**src/sv/lkv_pkg.sv**
```systemverilog
package lkv_pkg;

  localparam int DATA_W = 32;
  localparam int CAP_W  = 5;

  localparam logic [CAP_W-1:0]  CAP_RESET  = 5'd16;
  localparam logic [DATA_W-1:0] MISS_VALUE = 32'hFFFF_FFFF;
  localparam logic [DATA_W-1:0] PUT_VALUE  = 32'h0000_0000;

  localparam logic OP_GET = 1'b0;
  localparam logic OP_PUT = 1'b1;

  typedef enum logic [1:0] {
    ST_IDLE,
    ST_SCAN,
    ST_UPDATE,
    ST_RESULT
  } lkv_state_t;

  typedef struct packed {
    logic start;
    logic scan;
    logic update;
    logic load_out;
  } lkv_cmd_t;

  typedef struct packed {
    logic scan_done;
  } lkv_status_t;

endpackage

```
**src/sv/lkv_ctrl.sv**
```systemverilog
module lkv_ctrl (
  input  logic                clk,
  input  logic                rst,
  input  logic                in_valid,
  output logic                in_ready,
  output logic                out_valid,
  input  logic                out_ready,
  input  lkv_pkg::lkv_status_t status,
  output lkv_pkg::lkv_cmd_t   cmd
);

  lkv_pkg::lkv_state_t state, state_next;
  logic                out_valid_next;

  always_ff @(posedge clk) begin
    if (rst) begin
      state     <= lkv_pkg::ST_IDLE;
      out_valid <= 1'b0;
    end else begin
      state     <= state_next;
      out_valid <= out_valid_next;
    end
  end

  always_comb begin
    state_next     = state;
    cmd            = '0;
    in_ready       = 1'b0;
    out_valid_next = out_valid && !out_ready;
    case (state)
      lkv_pkg::ST_IDLE: begin
        in_ready  = 1'b1;
        cmd.start = in_valid;
        if (in_valid) begin
          state_next = lkv_pkg::ST_SCAN;
        end
      end
      lkv_pkg::ST_SCAN: begin
        cmd.scan = 1'b1;
        if (status.scan_done) begin
          state_next = lkv_pkg::ST_UPDATE;
        end
      end
      lkv_pkg::ST_UPDATE: begin
        cmd.update = 1'b1;
        state_next = lkv_pkg::ST_RESULT;
      end
      lkv_pkg::ST_RESULT: begin
        // hold until the output register is free
        if (!out_valid || out_ready) begin
          cmd.load_out   = 1'b1;
          out_valid_next = 1'b1;
          state_next     = lkv_pkg::ST_IDLE;
        end
      end
      default: begin
        state_next = lkv_pkg::ST_IDLE;
      end
    endcase
  end

endmodule

```
**src/sv/lkv_datapath.sv**
```systemverilog
module lkv_datapath #(
  parameter int ENTRIES = 16
) (
  input  logic                                clk,
  input  logic                                rst,
  input  logic                                cfg_we,
  input  logic [lkv_pkg::CAP_W-1:0]           cfg_wdata,
  input  logic                                opcode,
  input  logic signed [lkv_pkg::DATA_W-1:0]   lookup_key,
  input  logic signed [lkv_pkg::DATA_W-1:0]   write_value,
  output logic                                found,
  output logic signed [lkv_pkg::DATA_W-1:0]   read_value,
  input  lkv_pkg::lkv_cmd_t                   cmd,
  output lkv_pkg::lkv_status_t                status
);

  localparam int IDX_W = (ENTRIES > 1) ? $clog2(ENTRIES) : 1;
  localparam int AGE_W = IDX_W;
  localparam int CNT_W = $clog2(ENTRIES + 1);
  localparam int CMP_W = (CNT_W > lkv_pkg::CAP_W) ? CNT_W : lkv_pkg::CAP_W;
  localparam logic [CNT_W-1:0] ENTRIES_CNT = CNT_W'(ENTRIES);
  localparam logic [CMP_W-1:0] ENTRIES_CMP = CMP_W'(ENTRIES);

  // key and value stores
  logic [lkv_pkg::DATA_W-1:0] key_mem [ENTRIES];
  logic [lkv_pkg::DATA_W-1:0] val_mem [ENTRIES];
  logic [lkv_pkg::DATA_W-1:0] key_q;
  logic [lkv_pkg::DATA_W-1:0] val_q;

  // per-entry control state
  logic [ENTRIES-1:0] valid;
  logic [AGE_W-1:0]   age [ENTRIES];
  logic [CNT_W-1:0]   live_count;
  logic [lkv_pkg::CAP_W-1:0] capacity;

  // request and scan state
  logic                       req_op;
  logic [lkv_pkg::DATA_W-1:0] req_key;
  logic [lkv_pkg::DATA_W-1:0] req_val;
  logic [CNT_W-1:0]           scan_idx;
  logic                       rd_pend;
  logic [IDX_W-1:0]           rd_idx;
  logic                       hit;
  logic [IDX_W-1:0]           hit_idx;
  logic [AGE_W-1:0]           hit_age;
  logic                       free_found;
  logic [IDX_W-1:0]           free_idx;
  logic [IDX_W-1:0]           victim_idx;

  logic [ENTRIES-1:0] victim_vec;
  logic [AGE_W-1:0]   oldest_age;
  logic [CMP_W-1:0]   cap_ext;
  logic [CMP_W-1:0]   cap_eff;
  logic               room;
  logic               do_fill;
  logic               do_evict;
  logic               do_touch;
  logic [IDX_W-1:0]   slot;
  logic [AGE_W-1:0]   touch_age;

  assign oldest_age = AGE_W'(live_count - CNT_W'(1));

  always_comb begin
    for (int j = 0; j < ENTRIES; j++) begin
      victim_vec[j] = valid[j] && (age[j] == oldest_age);
    end
  end

  assign cap_ext = CMP_W'(capacity);
  always_comb begin
    cap_eff = cap_ext;
    if (cap_ext == '0) begin
      cap_eff = CMP_W'(1);
    end else if (cap_ext > ENTRIES_CMP) begin
      cap_eff = ENTRIES_CMP;
    end
  end
  assign room = CMP_W'(live_count) < cap_eff;

  assign status.scan_done = (scan_idx == ENTRIES_CNT) && !rd_pend;

  // decision taken in the update cycle
  assign do_fill  = (req_op == lkv_pkg::OP_PUT) && !hit && room;
  assign do_evict = (req_op == lkv_pkg::OP_PUT) && !hit && !room;
  assign do_touch = hit || do_evict;
  assign slot     = hit ? hit_idx : (do_fill ? free_idx : victim_idx);
  assign touch_age = hit ? hit_age : oldest_age;

  always_ff @(posedge clk) begin
    if (cmd.scan && (scan_idx != ENTRIES_CNT)) begin
      key_q <= key_mem[scan_idx[IDX_W-1:0]];
    end
    if (cmd.update) begin
      if (req_op == lkv_pkg::OP_GET) begin
        val_q <= val_mem[hit_idx];
      end else begin
        val_mem[slot] <= req_val;
        if (!hit) begin
          key_mem[slot] <= req_key;
        end
      end
    end
  end

  always_ff @(posedge clk) begin
    if (rst) begin
      valid      <= '0;
      live_count <= '0;
      capacity   <= lkv_pkg::CAP_RESET;
      rd_pend    <= 1'b0;
      scan_idx   <= ENTRIES_CNT;
      for (int j = 0; j < ENTRIES; j++) begin
        age[j] <= '0;
      end
    end else begin
      if (cfg_we) begin
        capacity <= cfg_wdata;
      end
      rd_pend <= 1'b0;
      if (cmd.start) begin
        scan_idx <= '0;
      end else if (cmd.scan && (scan_idx != ENTRIES_CNT)) begin
        rd_pend  <= 1'b1;
        scan_idx <= scan_idx + CNT_W'(1);
      end
      if (cmd.update && (do_fill || do_touch)) begin
        for (int j = 0; j < ENTRIES; j++) begin
          if (IDX_W'(j) == slot) begin
            age[j] <= '0;
          end else if (valid[j] && (do_fill || (age[j] < touch_age))) begin
            age[j] <= age[j] + AGE_W'(1);
          end
        end
        if (do_fill) begin
          valid[free_idx] <= 1'b1;
          live_count      <= live_count + CNT_W'(1);
        end
      end
    end
  end

  // request capture and compare stage, one entry a cycle
  always_ff @(posedge clk) begin
    if (cmd.start) begin
      req_op     <= opcode;
      req_key    <= lookup_key;
      req_val    <= write_value;
      hit        <= 1'b0;
      free_found <= 1'b0;
    end else if (rd_pend) begin
      if (valid[rd_idx] && (key_q == req_key)) begin
        hit     <= 1'b1;
        hit_idx <= rd_idx;
        hit_age <= age[rd_idx];
      end
      if (!valid[rd_idx] && !free_found) begin
        free_found <= 1'b1;
        free_idx   <= rd_idx;
      end
      if (victim_vec[rd_idx]) begin
        victim_idx <= rd_idx;
      end
    end
    if (cmd.scan) begin
      rd_idx <= scan_idx[IDX_W-1:0];
    end
    if (cmd.load_out) begin
      found <= hit;
      if (req_op == lkv_pkg::OP_PUT) begin
        read_value <= lkv_pkg::PUT_VALUE;
      end else if (hit) begin
        read_value <= val_q;
      end else begin
        read_value <= lkv_pkg::MISS_VALUE;
      end
    end
  end

endmodule

```
**src/sv/lru_key_value_cache_core.sv**
```systemverilog
// lru key/value cache, fully associative, least recently used replacement
//
// input channel: in_valid/in_ready with opcode (get or put), lookup_key and
// write_value. output channel: out_valid/out_ready with found and read_value,
// one result per request, in request order.
// configuration: cfg_we/cfg_wdata write the capacity register at once; only
// write it while no request is in flight.
//
// a request walks the key store one entry a cycle through its single read
// port, then makes its update and loads its result into the output register;
// a new request is taken only after the last result has been loaded.
// the read port of the key store sets the pace of the walk.
//
// reset clears all valid marks, the ages, the live count and out_valid, and
// sets capacity to 16; no clearing pass is needed.
// if the receiver stalls, the result waits in the output register; the next
// request is still accepted and worked on, and only its delivery waits.
module lru_key_value_cache_core #(
  parameter int ENTRIES = 16
) (
  input  logic                              clk,
  input  logic                              rst,
  input  logic                              cfg_we,
  input  logic [lkv_pkg::CAP_W-1:0]         cfg_wdata,
  input  logic                              in_valid,
  output logic                              in_ready,
  input  logic                              opcode,
  input  logic signed [lkv_pkg::DATA_W-1:0] lookup_key,
  input  logic signed [lkv_pkg::DATA_W-1:0] write_value,
  output logic                              out_valid,
  input  logic                              out_ready,
  output logic                              found,
  output logic signed [lkv_pkg::DATA_W-1:0] read_value
);

  lkv_pkg::lkv_cmd_t    cmd;
  lkv_pkg::lkv_status_t status;

  lkv_ctrl u_ctrl (
    .clk       (clk),
    .rst       (rst),
    .in_valid  (in_valid),
    .in_ready  (in_ready),
    .out_valid (out_valid),
    .out_ready (out_ready),
    .status    (status),
    .cmd       (cmd)
  );

  lkv_datapath #(
    .ENTRIES (ENTRIES)
  ) u_datapath (
    .clk         (clk),
    .rst         (rst),
    .cfg_we      (cfg_we),
    .cfg_wdata   (cfg_wdata),
    .opcode      (opcode),
    .lookup_key  (lookup_key),
    .write_value (write_value),
    .found       (found),
    .read_value  (read_value),
    .cmd         (cmd),
    .status      (status)
  );

endmodule

```
**config.mk**
```make
export PLATFORM = sky130hd
export DESIGN_NAME = lru_key_value_cache_core
export DESIGN_NICKNAME = d
export VERILOG_FILES = /design/src/sv/lkv_pkg.sv /design/src/sv/lkv_ctrl.sv /design/src/sv/lkv_datapath.sv /design/src/sv/lru_key_value_cache_core.sv
export SDC_FILE = /design/constraint.sdc
export NUM_CORES = 1
export LEC_CHECK = 0
export BUFFER_PORTS_ARGS = -buffer_cell sky130_fd_sc_hd__buf_4
export CORE_UTILIZATION = 56
export CTS_CLUSTER_SIZE = 14
export DETAILED_ROUTE_END_ITERATION = 8
export PLACE_DENSITY = 0.84
export SETUP_SLACK_MARGIN = 0.3
export SYNTH_ARGS = -nofsm -noshare
export SYNTH_HDL_FRONTEND = slang
export SYNTH_SLANG_ARGS = --single-unit
```
**constraint.sdc**
```tcl
create_clock -name clk -period 4.6 [get_ports clk]
set_input_delay 0.69 -clock clk [delete_from_list [all_inputs] [get_ports clk]]
set_output_delay 0.69 -clock clk [all_outputs]
set_load 0.05 [all_outputs]
```
# Yosys cells after proc, flatten, opt, wreduce, memory -nomap -nowiden
# Memory sizes are Yosys's and may differ from the RTL's. A register that Yosys moved wholly into a read port is not among the register bits.
# Cells that the tools add are included.
[classes]
add_sub_neg = 19
order_cmp = 21
eq_ne = 40
n_mux = 212
bitwise = 35
reduce_logical = 81
[ops]
columns = ["operator", "count"]
rows = [
  ["$mux W1", 165],
  ["$mux W4", 35],
  ["$add A4 B1 Y4 const B", 16],
  ["$eq A4 B4 Y1", 16],
  ["$lt A4 B4 Y1", 16],
  ["$logic_and A1 B1 Y1", 42],
  ["$eq A32 B32 Y1", 1],
  ["$eq A4 B4 Y1 const A", 8],
  ["$mux W32", 1],
  ["$or A1 B1 Y1", 32],
  ["$mux W5", 4],
  ["$logic_or A1 B1 Y1", 19],
  ["$eq A3 B4 Y1 const A", 4],
  ["$or A16 B16 Y16", 1],
  ["$reduce_and A3 Y1", 4],
  ["$add A5 B1 Y5 const B", 2],
  ["$lt A4 B5 Y1 const B", 2],
  ["$bmux W1 S4", 2],
  ["$eq A2 B4 Y1 const A", 2],
  ["$pmux W2 S4", 1],
  ["$reduce_and A2 Y1", 4],
  ["$logic_not A1 Y1", 7],
  ["$mux W2", 3],
  ["$eq A5 B5 Y1 const B", 1],
  ["17 further kinds", 20],
]
[totals]
register_bits = 151
mem_bits_rw = 1088
inputBits = 75
output_inout_bits = 35
wordCells = 430
mem_count = 3
[memory_table]
columns = ["memory", "depth", "word_bits", "read_ports", "rd_ports_with_merged_regs", "wr", "line", "source"]
rows = [
  ["u_datapath.key_mem", 16, 32, 1, 1, 1, "lkv_datapath.sv:25", "logic [lkv_pkg::DATA_W-1:0] key_mem [ENTRIES];"],
  ["u_datapath.val_mem", 16, 32, 1, 1, 1, "lkv_datapath.sv:26", "logic [lkv_pkg::DATA_W-1:0] val_mem [ENTRIES];"],
  ["u_datapath.age", 16, 4, 17, 1, 16, "lkv_datapath.sv:32", "logic [AGE_W-1:0] age [ENTRIES];"],
]

# Logic depth before layout (Yosys ltp)
[logic_depth]
word_depth = 14
depth_mapped = 14
mapped_depth_nobuf = 10

# Hierarchy
# Synthesis repeated with hierarchy kept, for this count alone.
[unflattened]
hier_cells = 2522
hier_area_um2 = 52679.3
[modules_own_cells]
columns = ["module", "n_inst", "cells_each", "area_per_inst_um2"]
rows = [
  ["lkv_datapath", 1, 2499, 52461.6],
  ["lkv_ctrl", 1, 23, 217.7],
]

# Worst setup path before layout
# No wires, ideal clock.
[synth_timing]
kind = "flip-flop to flip-flop"
start = "reg u_datapath.capacity, in the netlist u_datapath.cap_ext[4]"
end = "mem u_datapath.key_mem[1][0] (netlist name), enable pin"
setup_time_ns = 0.461
t_arrival_ns = 4.592
required_time_ns = 4.139
setup_slack_ns = -0.453
path_stages_with_launch = 12
n_path_buf = 2
cell_sequence = "dfxtp_1 -> inv_1 -> nand2_1 -> ha_1 -> a21oi_1 -> o211ai_2 -> or2_1 -> buf_2 -> a221oi_4 -> nand2_2 -> buf_2 -> nor3_1"
[synth_via]
elab_chain_cells = 7
[synth_rtl]
columns = ["element", "line", "source"]
rows = [
  ["start: declaration", "lkv_datapath.sv:34", "logic [lkv_pkg::CAP_W-1:0] capacity;"],
  ["start signal: assignment", "lkv_datapath.sv:109", "capacity <= lkv_pkg::CAP_RESET;"],
  ["start signal: assignment", "lkv_datapath.sv:117", "capacity <= cfg_wdata;"],
  ["$gt A5 B5 Y1", "lkv_datapath.sv:74", "end else if (cap_ext > ENTRIES_CMP) begin"],
  ["$mux W5", "lkv_datapath.sv:74", ""],
  ["$mux W5 *", "lkv_datapath.sv:72", "if (cap_ext == '0) begin"],
  ["$lt A5 B5 Y1 *", "lkv_datapath.sv:78", "assign room = CMP_W'(live_count) < cap_eff;"],
  ["$logic_and A1 B1 Y1 *", "lkv_datapath.sv:83", "assign do_fill = (req_op == lkv_pkg::OP_PUT) && !hit && room;"],
  ["$mux W4 * (2 in series)", "lkv_datapath.sv:86", "assign slot = hit ? hit_idx : (do_fill ? free_idx : victim_idx);"],
  ["end: declaration", "lkv_datapath.sv:25", ""],
]
# Mark *: on every way between the ends. The rest lies on a longest branch, timed or not.

# Worst setup path after layout
[layout_timing]
start = "reg u_datapath.capacity, in the netlist u_datapath.cap_ext[4]"
end = "mem u_datapath.val_mem[4][11] (netlist name), enable pin"
[layout_via]
elab_chain_cells = 7
[layout_rtl]
columns = ["element", "line"]
rows = [
  ["$gt A5 B5 Y1", "lkv_datapath.sv:74"],
  ["$mux W5", "lkv_datapath.sv:74"],
  ["$mux W5 *", "lkv_datapath.sv:72"],
  ["$lt A5 B5 Y1 *", "lkv_datapath.sv:78"],
  ["$logic_and A1 B1 Y1 *", "lkv_datapath.sv:83"],
  ["$mux W4 * (2 in series)", "lkv_datapath.sv:86"],
  ["end: declaration", "lkv_datapath.sv:26"],
]
# Marked as above.

==> out/qor.csv <==
stage,metric,value,unit
cells_and_area,final-instance-count-excl-fill,4081,
critical_path,worst_setup_path_start_kind,register,
global_routing,grt_max_degree,129,
clock_tree,clk_root_buffer_cell,sky130_fd_sc_hd__clkbuf_16,
floorplan,dieWidth,308,um
worst_hold_path,timing.hold.worst.start,write_value[14],
cells_and_area,area_overhead_of_the_layout_relative_to_synthesis,13.7,%
clock_tree,clock_sink_total,1307,
pwr,power_density,473,mW/mm2
clock_tree,cts_hold_repair.buffers,0,
synth,netlist_instances,2525,
cells_and_area,layout_cells_sized_above_1,28.2,%
place,place_inst,3848,
critical_path,critical_path_class,register to register,
critical_path,cp_top_family,simple AND/OR/NAND/NOR gates,
floorplan,dieArea,0.0950,mm2
floorplan,die_height,308,um
global_routing,grt_use_total,29.6,%
floorplan,placeableCoreArea,0.0922,mm2
synth,syn_area_per_cell,20.8,um2
sta,relSlewSlack,3.97,%
sta,post-route-min-period,4.17,ns
synth,synth-edff-count,1270,
critical_path,worstReg2RegStart,u_datapath.cap_ext[4],
place,port-buffer-count,109,
sta,rsz_0062_raised_after_global_routing,no,
global_routing,grt.overflow.total,0,
critical_path,cp_num_cells,10,
critical_path,worst_path_max_delay_cell,sky130_fd_sc_hd__a211oi_2,
critical_path,timing.critical_path.to_type,register,
floorplan,io-pin-count,110,
routing,total_number_of_vias,28300,
pwr,total_switching_power,7.18,mW
place,pre_cts_slack,0.518,ns
sta,clock.fmax,240,MHz
critical_path,critical-path-max-stage-delay,0.59,ns
clock_tree,max_clock_buf_depth,3,
synth,yosysSeqAreaShare,74.0,%
sta,final_min_period_over_clock_period,90.6,%
worst_hold_path,type_of_the_worst_min_delay_path,input port to register,
critical_path,data_required_time_of_the_critical_path,4.96,ns
place,gp_routability_congestion,0.952,
pwr,clock_power_share,37.4,%
global_routing,grt_first_pass_wirelength,201,mm
job,cap_violations,0,
sta,timing.final.max_slew_violations,0,
pwr,peakVddDrop,0.000362,V
synth,dominantRegCellSynth,sky130_fd_sc_hd__edfxtp_1,
critical_path,arrival_time_at_the_worst_endpoint,4.53,ns
synth,synth-async-reset-ratio,0,%
global_routing,antenna_found_initial,6,
routing,drt-initial-drc-count,4059,
routing,post_drt_wl_per_cell,33.7,um
synth,number_of_warnings_issued_by_yosys,0,
sta,fin_worst_skew,0.0443,ns
pwr,share_comb_of_total_power,9.3,%
worst_hold_path,holdPathStages,1,
critical_path,r2r_end,u_datapath.val_mem[4][11],
clock_tree,worst_setup_hold_path_clk_slew,0.06,ns
routing,avgViaCountPerCell,6.93,
cells_and_area,antenna-diode-count,0,
synth,synthesis.nets,2676,
clock_tree,insertion_delay,0.77,ns
critical_path,reg2regPathDepth,10,
routing,drt_first_pass_iters,6,
sta,report.final.hold_viol_count,0,
clock_tree,h_tree_depth_reported_by_cts,4,
run_status,run_status,completed,
synth,post_synthesis_sequential_element_count,1307,
cells_and_area,finish.net_count,2888,
sta,tightest_slew,1.43,ns
synth,yosys.cell_types.count,61,
pwr,switching_share,25.4,%
sta,report.final.setup_viol,0,
floorplan,initial_core_util,57.0,%
critical_path,reg2reg_setup_slack,0.43,ns
routing,drc,0,
pwr,post-layout-total-power,28.2,mW
routing,drt.antenna.violating_nets,0,
synth,synthesis.area,0.0525,mm2
pwr,p_leak,19.3,nW
critical_path,timing.critical_path.fanout_max,32,
global_routing,vias_in_the_first_global_route,28800,
worst_hold_path,hold-path-endpoint,u_datapath.req_val[14],
clock_tree,cts-buffers-inserted,130,
pwr,p_int,21.0,mW
clock_tree,tritoncts,built,
critical_path,timing.critical_path.buf_inv,2,
pwr,sequential_power_share,53.4,%
place,detailedPlacementHpwl,73.7,mm
sta,setup_slack,0.433,ns
routing,drt-total-wl,137,mm
floorplan,placementRows,111,
critical_path,path_cells,inv_1 > nand2_1 > ha_1 > nand4_1 > a211oi_2 > nor3b_1 > a221oi_4 > nand2_2 > nor3_4 > buf_4,
-- stage by stage --
stage	util, %	TNS, ns	cell area [um2]	hold WS [ns]
after global routing	64.8	0	59700	0.0770
after detailed placement	60.2	0	55500	0.444
after global placement	60.2	0	55500	0.438
after CTS	64.7	0	59700	0.0688
final	64.8	0	59700	0.101
after floorplan	-	-113.44	52700	0.406
-- worst reg2reg max path: cells and delay by family, from the launching register on --
family / cells / cell delay, ns
simple gates: 5 / 1.31
compound gates: 2 / 1.16
buf+inv: 2 / 0.69
flops: 1 / 0.33
fa+ha+maj: 1 / 0.30
-- cell usage in the layout (no fill, tap or decap), types with 11 or more instances in the layout --
cell	n
sky130_fd_sc_hd__nand4_1	29
sky130_fd_sc_hd__inv_1	49
sky130_fd_sc_hd__xor2_1	60
sky130_fd_sc_hd__o21a_1	17
sky130_fd_sc_hd__nor3_1	59
sky130_fd_sc_hd__clkinv_1	33
sky130_fd_sc_hd__o211ai_1	11
sky130_fd_sc_hd__clkbuf_1	25
sky130_fd_sc_hd__nor4_2	12
sky130_fd_sc_hd__mux2i_1	13
sky130_fd_sc_hd__buf_4	199
sky130_fd_sc_hd__ha_1	76
sky130_fd_sc_hd__nand2_1	45
sky130_fd_sc_hd__clkinv_2	19
sky130_fd_sc_hd__mux4_2	345
sky130_fd_sc_hd__o21ai_0	14
sky130_fd_sc_hd__xnor2_1	61
sky130_fd_sc_hd__nor3_4	24
sky130_fd_sc_hd__dfxtp_1	32
sky130_fd_sc_hd__edfxtp_1	1270
sky130_fd_sc_hd__clkbuf_16	132
sky130_fd_sc_hd__nand3_1	22
sky130_fd_sc_hd__nor2_1	49
sky130_fd_sc_hd__nor3b_1	19
sky130_fd_sc_hd__a21oi_1	46
sky130_fd_sc_hd__o31a_1	26
-- power groups by stage --
stage | clock network (mW) | logic [mW] | registers [mW]
floorplan | 0 | 1.48 | 15.0
global placement | 0 | 2.40 | 15.1
detailed placement | 0 | 2.53 | 15.2
CTS | 10.6 | 2.60 | 15.0
global route | 11.0 | 2.75 | 15.1
finish | 10.5 | 2.62 | 15.1
-- cells in the mapped netlist (3+ instances only) --
master                         n  share of area [%]
sky130_fd_sc_hd__o22ai_1       4              0.048
sky130_fd_sc_hd__nand4_1      29               0.35
sky130_fd_sc_hd__mux2i_1      13               0.25
sky130_fd_sc_hd__nor3b_1      19               0.27
sky130_fd_sc_hd__o21a_1       17               0.24
sky130_fd_sc_hd__o221ai_1      3              0.050
sky130_fd_sc_hd__buf_2         7              0.067
sky130_fd_sc_hd__o31a_1       26               0.43
sky130_fd_sc_hd__o2bb2ai_1     5              0.083
sky130_fd_sc_hd__o311ai_1      3              0.050
sky130_fd_sc_hd__nand4b_1      7               0.12
sky130_fd_sc_hd__nand2b_1      7              0.083
sky130_fd_sc_hd__nor2b_1       9               0.11
sky130_fd_sc_hd__inv_1        50               0.36
sky130_fd_sc_hd__edfxtp_1   1270                 73
sky130_fd_sc_hd__a21oi_1      47               0.45
sky130_fd_sc_hd__xnor2_1      61                1.0
sky130_fd_sc_hd__buf_1        45               0.32
sky130_fd_sc_hd__and3_1        8              0.095
sky130_fd_sc_hd__a31oi_1       9               0.11
sky130_fd_sc_hd__mux4_2      345                 15
sky130_fd_sc_hd__dfxtp_1      37                1.4
sky130_fd_sc_hd__a21o_1        3              0.043
sky130_fd_sc_hd__o211ai_1     11               0.16
sky130_fd_sc_hd__nor2_1       49               0.35
sky130_fd_sc_hd__ha_1         76                1.8
sky130_fd_sc_hd__nand3_1      22               0.21
sky130_fd_sc_hd__nor3_1       92               0.88
sky130_fd_sc_hd__nand2_1      47               0.34
sky130_fd_sc_hd__nor4_2       12               0.29
sky130_fd_sc_hd__o21ai_0      16               0.15
sky130_fd_sc_hd__xor2_1       60                1.0
sky130_fd_sc_hd__a41oi_1       3              0.050
sky130_fd_sc_hd__clkbuf_1     69               0.49
sky130_fd_sc_hd__nor4_1        3              0.036
sky130_fd_sc_hd__nand2_2       4              0.048
sky130_fd_sc_hd__nor4_4        3               0.12
-- layer usage --
metal | routed length [um] | track usage [%]
met4 | 5790 | 12.0
met1 | 47800 | 38.4
met3 | 14600 | 6.60
met2 | 69100 | 49.0
met5 | 80 | 0
-- state kept, by name (all words and copies together), names as in the netlist --
register	count
u_datapath.rd_idx	4
u_datapath.req_key	32
u_ctrl.out_valid	1
u_datapath.live_count	5
u_datapath.req_val	32
u_datapath.age	64
u_datapath.rd_pend	1
u_datapath.val_q	32
u_datapath.found	1
u_datapath.val_mem	512
u_datapath.scan_idx	5
u_ctrl.state	2
u_datapath.hit_age	4
u_datapath.req_op	1
u_datapath.cap_ext	5
u_datapath.hit	1
u_datapath.free_found	1
u_datapath.read_value	32
u_datapath.valid	16
u_datapath.victim_idx	4
u_datapath.hit_idx	4
u_datapath.free_idx	4
u_datapath.key_mem	512
u_datapath.key_q	32
-- how the worst max path moves through the flow --
stage                                     start                    endpoint  slack [ns]
after global placement    u_datapath.cap_ext[4]    u_datapath.key_mem[3][5]        0.68
after detailed placement  u_datapath.cap_ext[4]  u_datapath.val_mem[15][18]        0.52
after floorplan           u_datapath.cap_ext[4]    u_datapath.key_mem[1][0]       -0.45
after CTS                 u_datapath.cap_ext[4]    u_datapath.key_mem[3][2]        0.35
final                     u_datapath.cap_ext[4]   u_datapath.val_mem[4][11]        0.43
after global routing      u_datapath.cap_ext[4]  u_datapath.val_mem[13][31]        0.32
-- logic make-up after synthesis --
group | Yosys count | share of synthesized area (%)
and+or+nand+nor | 318 | 3.40
buffers and inverters | 175 | 1.30
xor gates and xnor gates | 123 | 2.10
adders and majority gates | 76 | 1.81
muxes | 358 | 15.0
AOI/OAI and AO/OA | 168 | 2.34
DFF | 1307 | 74.0
-- layout make-up --
class / instances / area [um2]
Clock buffer: 157 / 3400
Clock inverter: 76 / 774
Fill cell: 5631 / 32500
Inverter: 51 / 193
Multi-Input combinational cell: 1043 / 13300
Sequential cell: 1307 / 38900
Tap cell: 1243 / 1560
Timing Repair Buffer: 204 / 1590
-- repair_timing --
action,4_1_cts,5_1_grt
resized for setup,0,2
buffers inserted,0,0
setup endpoints to repair,0,305
(Power assumes the default switching activity.)
